## config.mk

```make
export PLATFORM = sky130hd
export DESIGN_NAME = chfm_fifo
export DESIGN_NICKNAME = d
export VERILOG_FILES = /design/src/hdl/chfm_pkg.sv /design/src/hdl/chfm_fifo.sv
export SDC_FILE = /design/constraint.sdc
export NUM_CORES = 1
export LEC_CHECK = 0
export ABC_AREA = 1
export ABC_CLOCK_PERIOD_IN_PS = 3570
export BUFFER_PORTS_ARGS = -buffer_cell sky130_fd_sc_hd__buf_2
export CAP_MARGIN = 20
export CELL_PAD_IN_SITES_DETAIL_PLACEMENT = 1
export CELL_PAD_IN_SITES_GLOBAL_PLACEMENT = 2
export CORE_ASPECT_RATIO = 0.5
export CORE_MARGIN = 5
export CORE_UTILIZATION = 42
export CTS_BUF_LIST = sky130_fd_sc_hd__clkbuf_4
export DETAILED_ROUTE_END_ITERATION = 7
export PLACE_DENSITY_LB_ADDON = 0.08
export SYNTH_ARGS = -nofsm -noshare
export SYNTH_HDL_FRONTEND = slang
export SYNTH_SLANG_ARGS = --single-unit
```

## constraint.sdc

```tcl
create_clock -name i_clk -period 3.57 [get_ports i_clk]
set_input_delay 0.714 -clock i_clk [delete_from_list [all_inputs] [get_ports i_clk]]
set_output_delay 0.714 -clock i_clk [all_outputs]
set_load 0.02 [all_outputs]
```

## src/hdl/chfm_pkg.sv

```systemverilog
`timescale 1ns / 1ps
// ----------------------------------------------------------------------------
// chfm_pkg
// Shared types, constants and the arctangent table for the compass heading.
// ----------------------------------------------------------------------------
package chfm_pkg;

    localparam int SAMPLE_W  = 16;
    localparam int OFFSET_W  = 13;
    localparam int CENTRE_W  = 18;
    localparam int SPAN_W    = 17;
    localparam int PROD_W    = 35;
    localparam int CORD_W    = 58;
    localparam int PRESHIFT  = 20;
    localparam int ANGLE_W   = 16;
    localparam int PHI_W     = 18;
    localparam int HEADING_W = 9;
    localparam int CFG_IDX_W = 3;
    localparam int ANG_FRAC  = 8;
    localparam int MAX_STAGES = 24;

    localparam logic [CFG_IDX_W-1:0] REG_X_MAX  = 3'd0;
    localparam logic [CFG_IDX_W-1:0] REG_X_MIN  = 3'd1;
    localparam logic [CFG_IDX_W-1:0] REG_Y_MAX  = 3'd2;
    localparam logic [CFG_IDX_W-1:0] REG_Y_MIN  = 3'd3;
    localparam logic [CFG_IDX_W-1:0] REG_OFFSET = 3'd4;

    localparam logic signed [PHI_W-1:0] PHI_0   = 18'sd0;
    localparam logic signed [PHI_W-1:0] PHI_90  = 18'sd23040;
    localparam logic signed [PHI_W-1:0] PHI_180 = 18'sd46080;
    localparam logic signed [PHI_W-1:0] PHI_270 = 18'sd69120;

    typedef struct packed {
        logic signed [PROD_W-1:0] wx;
        logic signed [PROD_W-1:0] wy;
        logic                     special;
        logic signed [PHI_W-1:0]  base;
    } t_work;

    function automatic logic signed [ANGLE_W-1:0] atan_tab(input int idx);
        logic signed [ANGLE_W-1:0] v;
        case (idx)
            0:  v = 16'sd11520;
            1:  v = 16'sd6801;
            2:  v = 16'sd3593;
            3:  v = 16'sd1824;
            4:  v = 16'sd916;
            5:  v = 16'sd458;
            6:  v = 16'sd229;
            7:  v = 16'sd115;
            8:  v = 16'sd57;
            9:  v = 16'sd29;
            10: v = 16'sd14;
            11: v = 16'sd7;
            12: v = 16'sd4;
            13: v = 16'sd2;
            14: v = 16'sd1;
            default: v = 16'sd0;
        endcase
        return v;
    endfunction

endpackage

```

## src/hdl/chfm_fifo.sv

```systemverilog
`timescale 1ns / 1ps
// ----------------------------------------------------------------------------
// chfm_fifo
// Short queue of classified work between front and back.
// ----------------------------------------------------------------------------
module chfm_fifo import chfm_pkg::*; #(
    parameter int DEPTH = 4
) (
    input  logic  i_clk,
    input  logic  i_rst_n,
    input  logic  i_push,
    input  t_work i_work,
    output logic  o_full,
    input  logic  i_pop,
    output logic  o_empty,
    output t_work o_work
);

    localparam int AW = $clog2(DEPTH);

    t_work         r_mem [0:DEPTH-1];
    logic [AW-1:0] r_wp, r_rp;
    logic [AW:0]   r_cnt;

    assign o_full  = (r_cnt == (AW+1)'(DEPTH));
    assign o_empty = (r_cnt == '0);
    assign o_work  = r_mem[r_rp];

    always_ff @(posedge i_clk) begin
        if (!i_rst_n) begin
            r_wp  <= '0;
            r_rp  <= '0;
            r_cnt <= '0;
        end else begin
            if (i_push) r_wp <= (r_wp == AW'(DEPTH-1)) ? '0 : r_wp + 1'b1;
            if (i_pop)  r_rp <= (r_rp == AW'(DEPTH-1)) ? '0 : r_rp + 1'b1;
            if (i_push && !i_pop)      r_cnt <= r_cnt + 1'b1;
            else if (!i_push && i_pop) r_cnt <= r_cnt - 1'b1;
        end
        if (i_push) r_mem[r_wp] <= i_work;
    end

endmodule

```

==> results.yml <==
floorplanning:
  initial_core_util_pct: 42.8
  die_area_um2: 36400
  die_width_um: 265
  num_io_pins: 184
  placeable_core_region_um2: 31800
  placementRows: 46
  dieHeight_um: 137
detailed_routing:
  via_count: 8468
  drc: 0
  detail_route.vias_per_cell: 5.19
  post_drt_wl_per_cell_um: 20.5
  first_iter_violations: 468
  ant_nets: 0
  drt_first_pass_iters: 4
  totalWireLength_mm: 33.5
worst_setup_path:
  cp-end-kind: "output port"
  crit_type: "reg -> out"
  worstRegToRegCells: 5
  worstReg2RegEnd: "r_mem[2][70]"
  cp_max_fo: 71
  cp.arrival_ns: 2.49
  cpMaxStageDelayCell: "sky130_fd_sc_hd__dfxtp_4"
  start_kind: "flop"
  r2r_setup_slack_ns: 1.61
  critical_path.reg2reg.startpoint: "r_wp[0]"
  worst-endpoint-required_ns: 2.86
  cp_slowest_stage_delay_ns: 0.37
  critical_path.cell_chain: "inv_6, buf_12, o21ai_0, o22ai_1, buf_2"
timing:
  timing.final.setup_violations: 0
  fin_setup_tns_ns: 0
  fmax_ghz: 0.312
  tightest_slew_ns: 0.827
  min_period_over_period_pct: 89.7
  rsz0062_at_grt: "false"
  slew-limit-headroom_pct: 44.9
  min_period_ns: 3.20
  hold_violations: 0
  worst_clock_skew_ns: 0.0480
  drv_slew: 0
grt:
  grt_util_all_layers_pct: 18.3
  maximum_number_of_pins_on_one_net_before_global_route_repair: 179
  grt_overflow_total: 0
  global_route_wire_length_before_repair_mm: 51.5
  antenna_found_initial: 2
  first_global_vias: 9401
clock_tree:
  ctsResizeCount: 0
  clock_insertion_delay_worst_skew_ns: 0.73
  number_of_buffers_added_by_the_clock_tree_synthesis_step: 83
  cts_hold_repair.buffers: 0
  worst_setup_hold_path_clk_slew_ns: 0.08
  tritoncts: "done"
  max-clock-path-buffers: 3
  numClockSinks: 365
  cts_htree_levels: 3
  cts_root_buf: "sky130_fd_sc_hd__clkbuf_4"
  postCtsSetupRepairBufs: 0
synth:
  synth_cells: 920
  yosys_register_bits: 365
  yosys_warnings: 0
  mappedNetlistArea_um2: 13600
  synth_fp_nets: 1020
  synth_cell_type_count: 22
  synthesis.area_per_instance_um2: 14.8
  synth.yosys.seq_area_share_pct: 79.7
placement:
  place.detailed.hpwl_mm: 18.9
  port_buffers: 183
  place.gp.congestion: 0.707
power_and_ir_drop:
  power.density_nw_per_um2: 570
  peakVddDrop_uv: 232
  leakage_nw: 5.66
min_path:
  hold_path_class: "in -> reg"
  min_to: "r_mem[3][2]"
  hold_path.startpoint: "i_work[2]"
  hold_path_depth: 1
final_layout:
  layout_common_cells: "sky130_fd_sc_hd__edfxtp_1 (356), sky130_fd_sc_hd__nor2_1 (186), sky130_fd_sc_hd__buf_2 (183)"
  post_route_core_utilization_pct: 50.1
  layout-drive-gt1-share_pct: 27.6
  finish.net_count: 1247
  most_frequent_standard_cell_in_the_layout_excluding_fill_and_tap_cells: "sky130_fd_sc_hd__edfxtp_1"
  area_delta_synth_final_pct: 17.0
job:
  max_cap_violations: 0
outcome:
  status: "finished clean"
[worst max path at each step]
stage / start / to / slack [ns] / cells past startpoint
2_1_floorplan: i_push / r_mem[3][0] / 0.66 / 2
3_3_place_gp: flop / o_work[71] / 1.18 / 5
3_5_place_dp: flop / o_work[71] / 1.11 / 5
4_1_cts: flop / o_work[71] / 0.29 / 5
5_1_grt: flop / o_work[64] / 0.20 / 4
6_report: flop / o_work[71] / 0.37 / 5
[power breakdown]
part	switching, mW	leakage, nW	internal (mW)
clock	1.56	0.586	1.55
combinational	0.743	1.73	0.306
sequential	0.0472	3.35	4.89
total	2.35	5.66	6.75
[synth_stat cells]
cell type / count / area share, %
sky130_fd_sc_hd__buf_12: 1 / 0.15
sky130_fd_sc_hd__ha_1: 6 / 0.55
sky130_fd_sc_hd__nand3_1: 1 / 0.037
sky130_fd_sc_hd__buf_6: 13 / 1.1
sky130_fd_sc_hd__nand2_1: 8 / 0.22
sky130_fd_sc_hd__clkbuf_1: 34 / 0.94
sky130_fd_sc_hd__nand4_1: 1 / 0.046
sky130_fd_sc_hd__xor2_1: 1 / 0.064
sky130_fd_sc_hd__buf_2: 5 / 0.18
sky130_fd_sc_hd__o22ai_1: 89 / 4.1
sky130_fd_sc_hd__inv_1: 14 / 0.39
sky130_fd_sc_hd__dfxtp_1: 9 / 1.3
sky130_fd_sc_hd__o21ai_0: 150 / 5.5
sky130_fd_sc_hd__o21ai_1: 31 / 1.1
sky130_fd_sc_hd__inv_6: 1 / 0.064
sky130_fd_sc_hd__edfxtp_1: 356 / 78
sky130_fd_sc_hd__nor3_1: 4 / 0.15
sky130_fd_sc_hd__inv_2: 1 / 0.028
sky130_fd_sc_hd__buf_4: 5 / 0.28
sky130_fd_sc_hd__nor2_1: 186 / 5.1
sky130_fd_sc_hd__fa_1: 1 / 0.15
sky130_fd_sc_hd__a21oi_1: 3 / 0.11
[per-layer routing]
layer  vias to the layer above  share of wire (%)  GRT usage (%)
met2                       170                 51           32.2
met5                         -                  0              0
met4                         0                2.3           7.06
met1                      4275                 43           22.5
li1                       3966                  -              -
met3                        57                3.6           4.00
[critical path: cells and delay by family, from the launching register on]
family	cells	cell delay [ns]
buffers and inverters	3	0.94
flip-flops	1	0.37
AO/OA/AOI/OAI	2	0.35
[cell type report]
cell class,instances,area (µm²)
diodes,3,7.51
clock buffers,122,916
clock inverters,14,52.6
fillers,3287,15900
inverters,16,75.1
multi-input cells,481,2340
flip-flops and latches,365,10900
well taps,432,541
repair buffers,200,1140
[stage by stage]
step	cells	hold WS (ns)	total power [mW]	instance area, µm²	setup slack, ns
floorplan	920	0.490	5.67	13600	0.656
global placement	1494	0.526	6.08	15000	1.18
detailed placement	1494	0.537	6.11	15000	1.11
CTS	1630	0.0926	9.25	15900	0.289
global route	1632	0.119	9.57	16000	0.200
finish	1633	0.197	9.10	16000	0.368
[cell families after synthesis]
family / after synthesis / share of synthesized area, %
buffers and inverters: 74 / 3.09
adder cells (fa/ha/maj): 7 / 0.697
XOR/XNOR: 1 / 0.0643
AO/OA/AOI/OAI: 273 / 10.8
AND/OR/NAND/NOR: 200 / 5.57
flip-flops: 365 / 79.7
[sequential cells by signal (all words and copies together) (netlist names), named ones only]
signal / count
r_cnt: 3
r_mem: 356
r_rp: 2
r_wp: 2
Note: power is estimated with default switching activity, not from simulation.
