[config.mk]
export PLATFORM = sky130hd
export DESIGN_NAME = chfm_front
export DESIGN_NICKNAME = d
export VERILOG_FILES = /design/src/hdl/chfm_pkg.sv /design/src/hdl/chfm_front.sv
export SDC_FILE = /design/constraint.sdc
export NUM_CORES = 2
export LEC_CHECK = 0
export ABC_AREA = 1
export BUFFER_PORTS_ARGS = -buffer_cell sky130_fd_sc_hd__buf_2
export CAP_MARGIN = 10
export CORE_ASPECT_RATIO = 1.1
export CORE_UTILIZATION = 30
export DETAILED_ROUTE_END_ITERATION = 10
export PLACE_DENSITY = 0.44
export RECOVER_POWER = 50
export SETUP_SLACK_MARGIN = 0.15
export SLEW_MARGIN = 20
export SYNTH_ARGS = -nofsm -noshare
export SYNTH_HDL_FRONTEND = slang
export SYNTH_SLANG_ARGS = --single-unit
[constraint.sdc]
create_clock -name i_clk -period 15.05 [get_ports i_clk]
set_input_delay 3.01 -clock i_clk [delete_from_list [all_inputs] [get_ports i_clk]]
set_output_delay 3.01 -clock i_clk [all_outputs]
set_load 0.02 [all_outputs]
[src/hdl/chfm_pkg.sv]
`timescale 1ns / 1ps
// ----------------------------------------------------------------------------
// chfm_pkg
// Shared types, constants and the arctangent table for the compass heading.
// ----------------------------------------------------------------------------
package chfm_pkg;

    localparam int SAMPLE_W  = 16;
    localparam int OFFSET_W  = 13;
    localparam int CENTRE_W  = 18;
    localparam int SPAN_W    = 17;
    localparam int PROD_W    = 35;
    localparam int CORD_W    = 58;
    localparam int PRESHIFT  = 20;
    localparam int ANGLE_W   = 16;
    localparam int PHI_W     = 18;
    localparam int HEADING_W = 9;
    localparam int CFG_IDX_W = 3;
    localparam int ANG_FRAC  = 8;
    localparam int MAX_STAGES = 24;

    localparam logic [CFG_IDX_W-1:0] REG_X_MAX  = 3'd0;
    localparam logic [CFG_IDX_W-1:0] REG_X_MIN  = 3'd1;
    localparam logic [CFG_IDX_W-1:0] REG_Y_MAX  = 3'd2;
    localparam logic [CFG_IDX_W-1:0] REG_Y_MIN  = 3'd3;
    localparam logic [CFG_IDX_W-1:0] REG_OFFSET = 3'd4;

    localparam logic signed [PHI_W-1:0] PHI_0   = 18'sd0;
    localparam logic signed [PHI_W-1:0] PHI_90  = 18'sd23040;
    localparam logic signed [PHI_W-1:0] PHI_180 = 18'sd46080;
    localparam logic signed [PHI_W-1:0] PHI_270 = 18'sd69120;

    typedef struct packed {
        logic signed [PROD_W-1:0] wx;
        logic signed [PROD_W-1:0] wy;
        logic                     special;
        logic signed [PHI_W-1:0]  base;
    } t_work;

    function automatic logic signed [ANGLE_W-1:0] atan_tab(input int idx);
        logic signed [ANGLE_W-1:0] v;
        case (idx)
            0:  v = 16'sd11520;
            1:  v = 16'sd6801;
            2:  v = 16'sd3593;
            3:  v = 16'sd1824;
            4:  v = 16'sd916;
            5:  v = 16'sd458;
            6:  v = 16'sd229;
            7:  v = 16'sd115;
            8:  v = 16'sd57;
            9:  v = 16'sd29;
            10: v = 16'sd14;
            11: v = 16'sd7;
            12: v = 16'sd4;
            13: v = 16'sd2;
            14: v = 16'sd1;
            default: v = 16'sd0;
        endcase
        return v;
    endfunction

endpackage

[src/hdl/chfm_front.sv]
`timescale 1ns / 1ps
// ----------------------------------------------------------------------------
// chfm_front
// Centres samples, forms the scaled vector and classifies its quadrant.
// ----------------------------------------------------------------------------
module chfm_front import chfm_pkg::*; (
    input  logic                       i_clk,
    input  logic                       i_rst_n,
    input  logic                       i_valid,
    output logic                       o_stall,
    input  logic signed [SAMPLE_W-1:0] i_x_sample,
    input  logic signed [SAMPLE_W-1:0] i_y_sample,
    input  logic signed [SAMPLE_W-1:0] i_x_max,
    input  logic signed [SAMPLE_W-1:0] i_x_min,
    input  logic signed [SAMPLE_W-1:0] i_y_max,
    input  logic signed [SAMPLE_W-1:0] i_y_min,
    input  logic                       i_full,
    output logic                       o_push,
    output t_work                      o_work
);

    logic                       en;
    logic signed [CENTRE_W-1:0] n_cx, n_cy;
    logic signed [SPAN_W-1:0]   spx, spy, n_spx, n_spy;
    logic                       r_v1, r_v2;
    logic signed [CENTRE_W-1:0] r_cx, r_cy;
    logic signed [SPAN_W-1:0]   r_spx, r_spy;
    logic signed [PROD_W-1:0]   r_bx, r_by;

    assign en      = !r_v2 || !i_full;
    assign o_stall = !en;
    assign o_push  = r_v2 && !i_full;

    always_comb begin
        n_cx = (CENTRE_W'(i_x_sample) <<< 1) - (CENTRE_W'(i_x_max) + CENTRE_W'(i_x_min));
        n_cy = (CENTRE_W'(i_y_sample) <<< 1) - (CENTRE_W'(i_y_max) + CENTRE_W'(i_y_min));
        spx  = SPAN_W'(i_x_max) - SPAN_W'(i_x_min);
        spy  = SPAN_W'(i_y_max) - SPAN_W'(i_y_min);
        if (spx == '0) spx = SPAN_W'(1);
        if (spy == '0) spy = SPAN_W'(1);
        // opposite span signs: negate both products to keep the factor positive
        if (spx[SPAN_W-1] != spy[SPAN_W-1]) begin
            n_spx = -spx;
            n_spy = -spy;
        end else begin
            n_spx = spx;
            n_spy = spy;
        end
    end

    always_ff @(posedge i_clk) begin
        if (!i_rst_n) begin
            r_v1 <= 1'b0;
            r_v2 <= 1'b0;
        end else if (en) begin
            r_v1 <= i_valid;
            r_v2 <= r_v1;
        end
        if (en) begin
            r_cx  <= n_cx;
            r_cy  <= n_cy;
            r_spx <= n_spx;
            r_spy <= n_spy;
            r_bx  <= PROD_W'(r_cx) * PROD_W'(r_spy);
            r_by  <= PROD_W'(r_cy) * PROD_W'(r_spx);
        end
    end

    always_comb begin
        o_work.special = 1'b0;
        o_work.wx      = r_bx;
        o_work.wy      = r_by;
        o_work.base    = PHI_90;
        if (r_bx == '0) begin
            o_work.special = 1'b1;
            if (r_by > 0)      o_work.base = PHI_180;
            else if (r_by < 0) o_work.base = PHI_0;
            else               o_work.base = PHI_90;
        end else if (r_bx < 0) begin
            o_work.wx   = -r_bx;
            o_work.wy   = -r_by;
            o_work.base = PHI_270;
        end
    end

endmodule

==> implementation parameters <==
Parameter                              Value

Die
  Die width    about 330 µm
  Effective utilization at floorplan    30.3%
  Number of placement rows    131
  Area of the die    roughly 120000 µm²
  I/O pin count    about 190
  Die Y    ~360 µm
  Core region area    ~120000 µm²

Critical path
  Critical setup path kind    in -> reg
  Kind of launch point of the worst setup path    input pin
  Arrival time at the worst endpoint    around 8.8 ns
  Endpoint of the worst register-to-register path    r_bx[25]
  Maximum fanout along the worst path    68
  Worst flop-to-flop path startpoint    r_cx[14]
  Number of cells traversed by the worst register-to-register path    18
  Crit path capture type    register
  Reg-to-reg slack, setup    approximately 8.4 ns
  Req. time, crit path    roughly 15 ns

Clocking
  Number of buffers added to fix hold violations after cts    0
  Clock sink count    142
  Clock-pin slew of the registers on the worst-case setup and hold paths    roughly 0.07 ns
  Skew-Pair Late Insertion Delay    ~0.50 ns
  Number of H-tree levels    4
  Clock tree buffer depth    2
  Number of buffers created by CTS    17
  Clock root buffer master    clkbuf_16
  Buffers inserted by post-CTS timing repair    0
  Quantity of gates resized following cts    0
  Clock tree from TritonCTS    done

Synth
  Largest cells by area after synthesis    fa_1 (37%), inv_1 (13%), edfxtp_1 (12%)
  Flop and latch count out of synthesis    between 100 and 150
  Synth Cell Area    ~35000 µm²
  Number of distinct library cell variants in the gate-level netlist after synthesis    48
  Yosys warnings    0
  Sequential area share after synthesis    between 10% and 20%
  Cell type with the highest aggregate area in the netlist    fa_1
  Count of flip-flops with a built-in enable after synthesis    140
  Mapped Avg Cell Area    roughly 8 µm²
  Synth cell count leaders    inv_1 (1176), nand2_1 (959), fa_1 (656), ha_1 (278), nor2_1 (222)
  Number of standard cells after synthesis    about 4.3k
  Ys async rst share    0%
  Most repeated cell in the gate-level netlist after synthesis    inv_1
  Portion of synthesized cell area occupied by the leading cell type    roughly 37%
  Ys flop type    edfxtp_1

Layout
  Area delta synth->final    8.26%
  Share of cells above drive strength 1    under 10%
  Final core occ    32.9%
  Post-Layout Cell Count    just under 6k
  Nets    around 5.4k

Detailed routing
  Initial DRC count    roughly 1.4k
  Via-to-Cell Ratio    ~4.4
  Via Count    between 20k and 30k
  Number of iterations in the first detailed-routing pass    8
  Final Routed Wirelength    slightly below 100000 µm
  Wire per inst    16.2 µm
  Post-route DRC violation count    16
  Post-route ant nets    0

Worst hold path
  Hold path cells    2
  Hold path endpoint    r_v1
  Hold Crit Class    reg -> reg
  Critical hold path startpoint    r_v1

Place
  Instance count after placement with tap cells included    between 5k and 6k
  # port buffers    180
  Post-DP HPWL    approximately 81000 µm
  Global placement routability congestion    around 0.83

Global routing
  Number of antenna violations at the first check in global routing    4
  Largest net degree at the start of global routing    a little under 70
  GRT Total Usage    approximately 17%
  Wire length of the first global-routing pass    159000 µm
  Vias in the first global route    a little under 30k
  Total grt overflow    0

STA
  Worst clock skew on the final layout    roughly 0.024 ns
  Final Setup Violations    0
  Summed negative setup slack over all endpoints    0 ns
  Post-layout min period    ~8.7 ns
  Hold violation total from the final report    0
  Share of the clock period used by the worst path    58.1%
  Fmax    114 MHz
  Slew headroom    -147%
  Worst-Margin Slew    roughly 3.7 ns
  Setup repair after global routing missed its margin    no
  Final slew viol count    between 150 and 200

Run
  Max_cap viols    4

Run status
  Failing checks    DRC, capacitance limit, slew limit
  Run status    complete, but fails checks
flip-flops by register name (all words and copies together) (netlist names):
signal / count
r_spy: 17
r_spx: 17
r_by: 35
r_bx: 35
r_v1: 1
r_cx: 18
r_cy: 18
r_v2: 1
layer usage:
| layer | global-route usage, % | vias to the layer above | routed length (µm) |
|---|---|---|---|
| met1 | 22.0 | 13067 | 43400 |
| met3 | 2.18 | 75 | 3390 |
| met2 | 30.4 | 474 | 48200 |
| met5 | 0 | - | 13 |
| met4 | 3.91 | 2 | 1640 |
| li1 | - | 12805 | - |
critical path: stages:
cell and delay [ns]:
clkbuf_1 0.09, nand2_1 1.09, clkbuf_1 1.75, clkbuf_1 2.70
layout by cell type (no fill, tap or decap), types with 11 or more instances in the layout:
master     instances
inv_1           1176
nand2_1          959
fa_1             656
ha_1             278
nor2_1           222
buf_2            170
edfxtp_1         140
a21oi_1          135
xor2_1           131
o21ai_0           84
nand3_1           78
xnor2_1           75
nand4_1           38
nor3_1            31
buf_4             18
clkbuf_16         17
a31oi_1           15
inv_2             15
or2_2             13
nor4_1            13
clkbuf_1          13
a21oi_2           11
nor2_2            11
stage by stage:
| step | cell area (µm²) | setup WS (ns) | hold WS (ns) |
|---|---|---|---|
| finish | 38200 | 6.31 | 0.451 |
| global route | 38200 | 5.63 | 0.478 |
| CTS | 38200 | 8.16 | 0.449 |
| detailed placement | 37600 | 8.17 | 0.439 |
| global placement | 37600 | 8.18 | 0.448 |
| floorplan | 35300 | 5.31 | 0.424 |
cells by family (layout without fill, tap and decap cells):
| kind of cell | Yosys count | after routing | share of synthesized area, % |
|---|---|---|---|
| DFF | 142 | 142 | 12.0 |
| AOI/OAI and AO/OA | 305 | 305 | 4.89 |
| other | 1 | 12 | 0.0106 |
| buffers and inverters | 1360 | 1427 | 14.7 |
| and+or+nand+nor | 1394 | 1394 | 16.1 |
| xor gates and xnor gates | 208 | 208 | 5.21 |
| adders and majority gates | 934 | 934 | 47.1 |
worst max path at each step:
stage,cells after the start,slack [ns],from,endpoint
finish,4,6.31,i_full,r_cx[2]
detailed placement,4,8.17,i_full,o_stall
global placement,4,8.18,i_full,o_stall
CTS,4,8.16,i_full,o_stall
global route,4,5.63,i_full,r_cx[2]
floorplan,2,5.31,i_full,o_stall
area by class of cell:
class                      count  area [µm²]
timing repair buffer         201        1030
inverter                    1194        4480
clock inverter                15         195
multi-input combinational   2851       25900
sequential                   142        4240
clock buffer                  17         425
antenna                        2        5.00
tap                         1529        1910
fill                       12505       78000
Power is left out: the tool's default activity adds up to more than one toggle a clock period on the data nets, which glitch-free logic cannot reach.
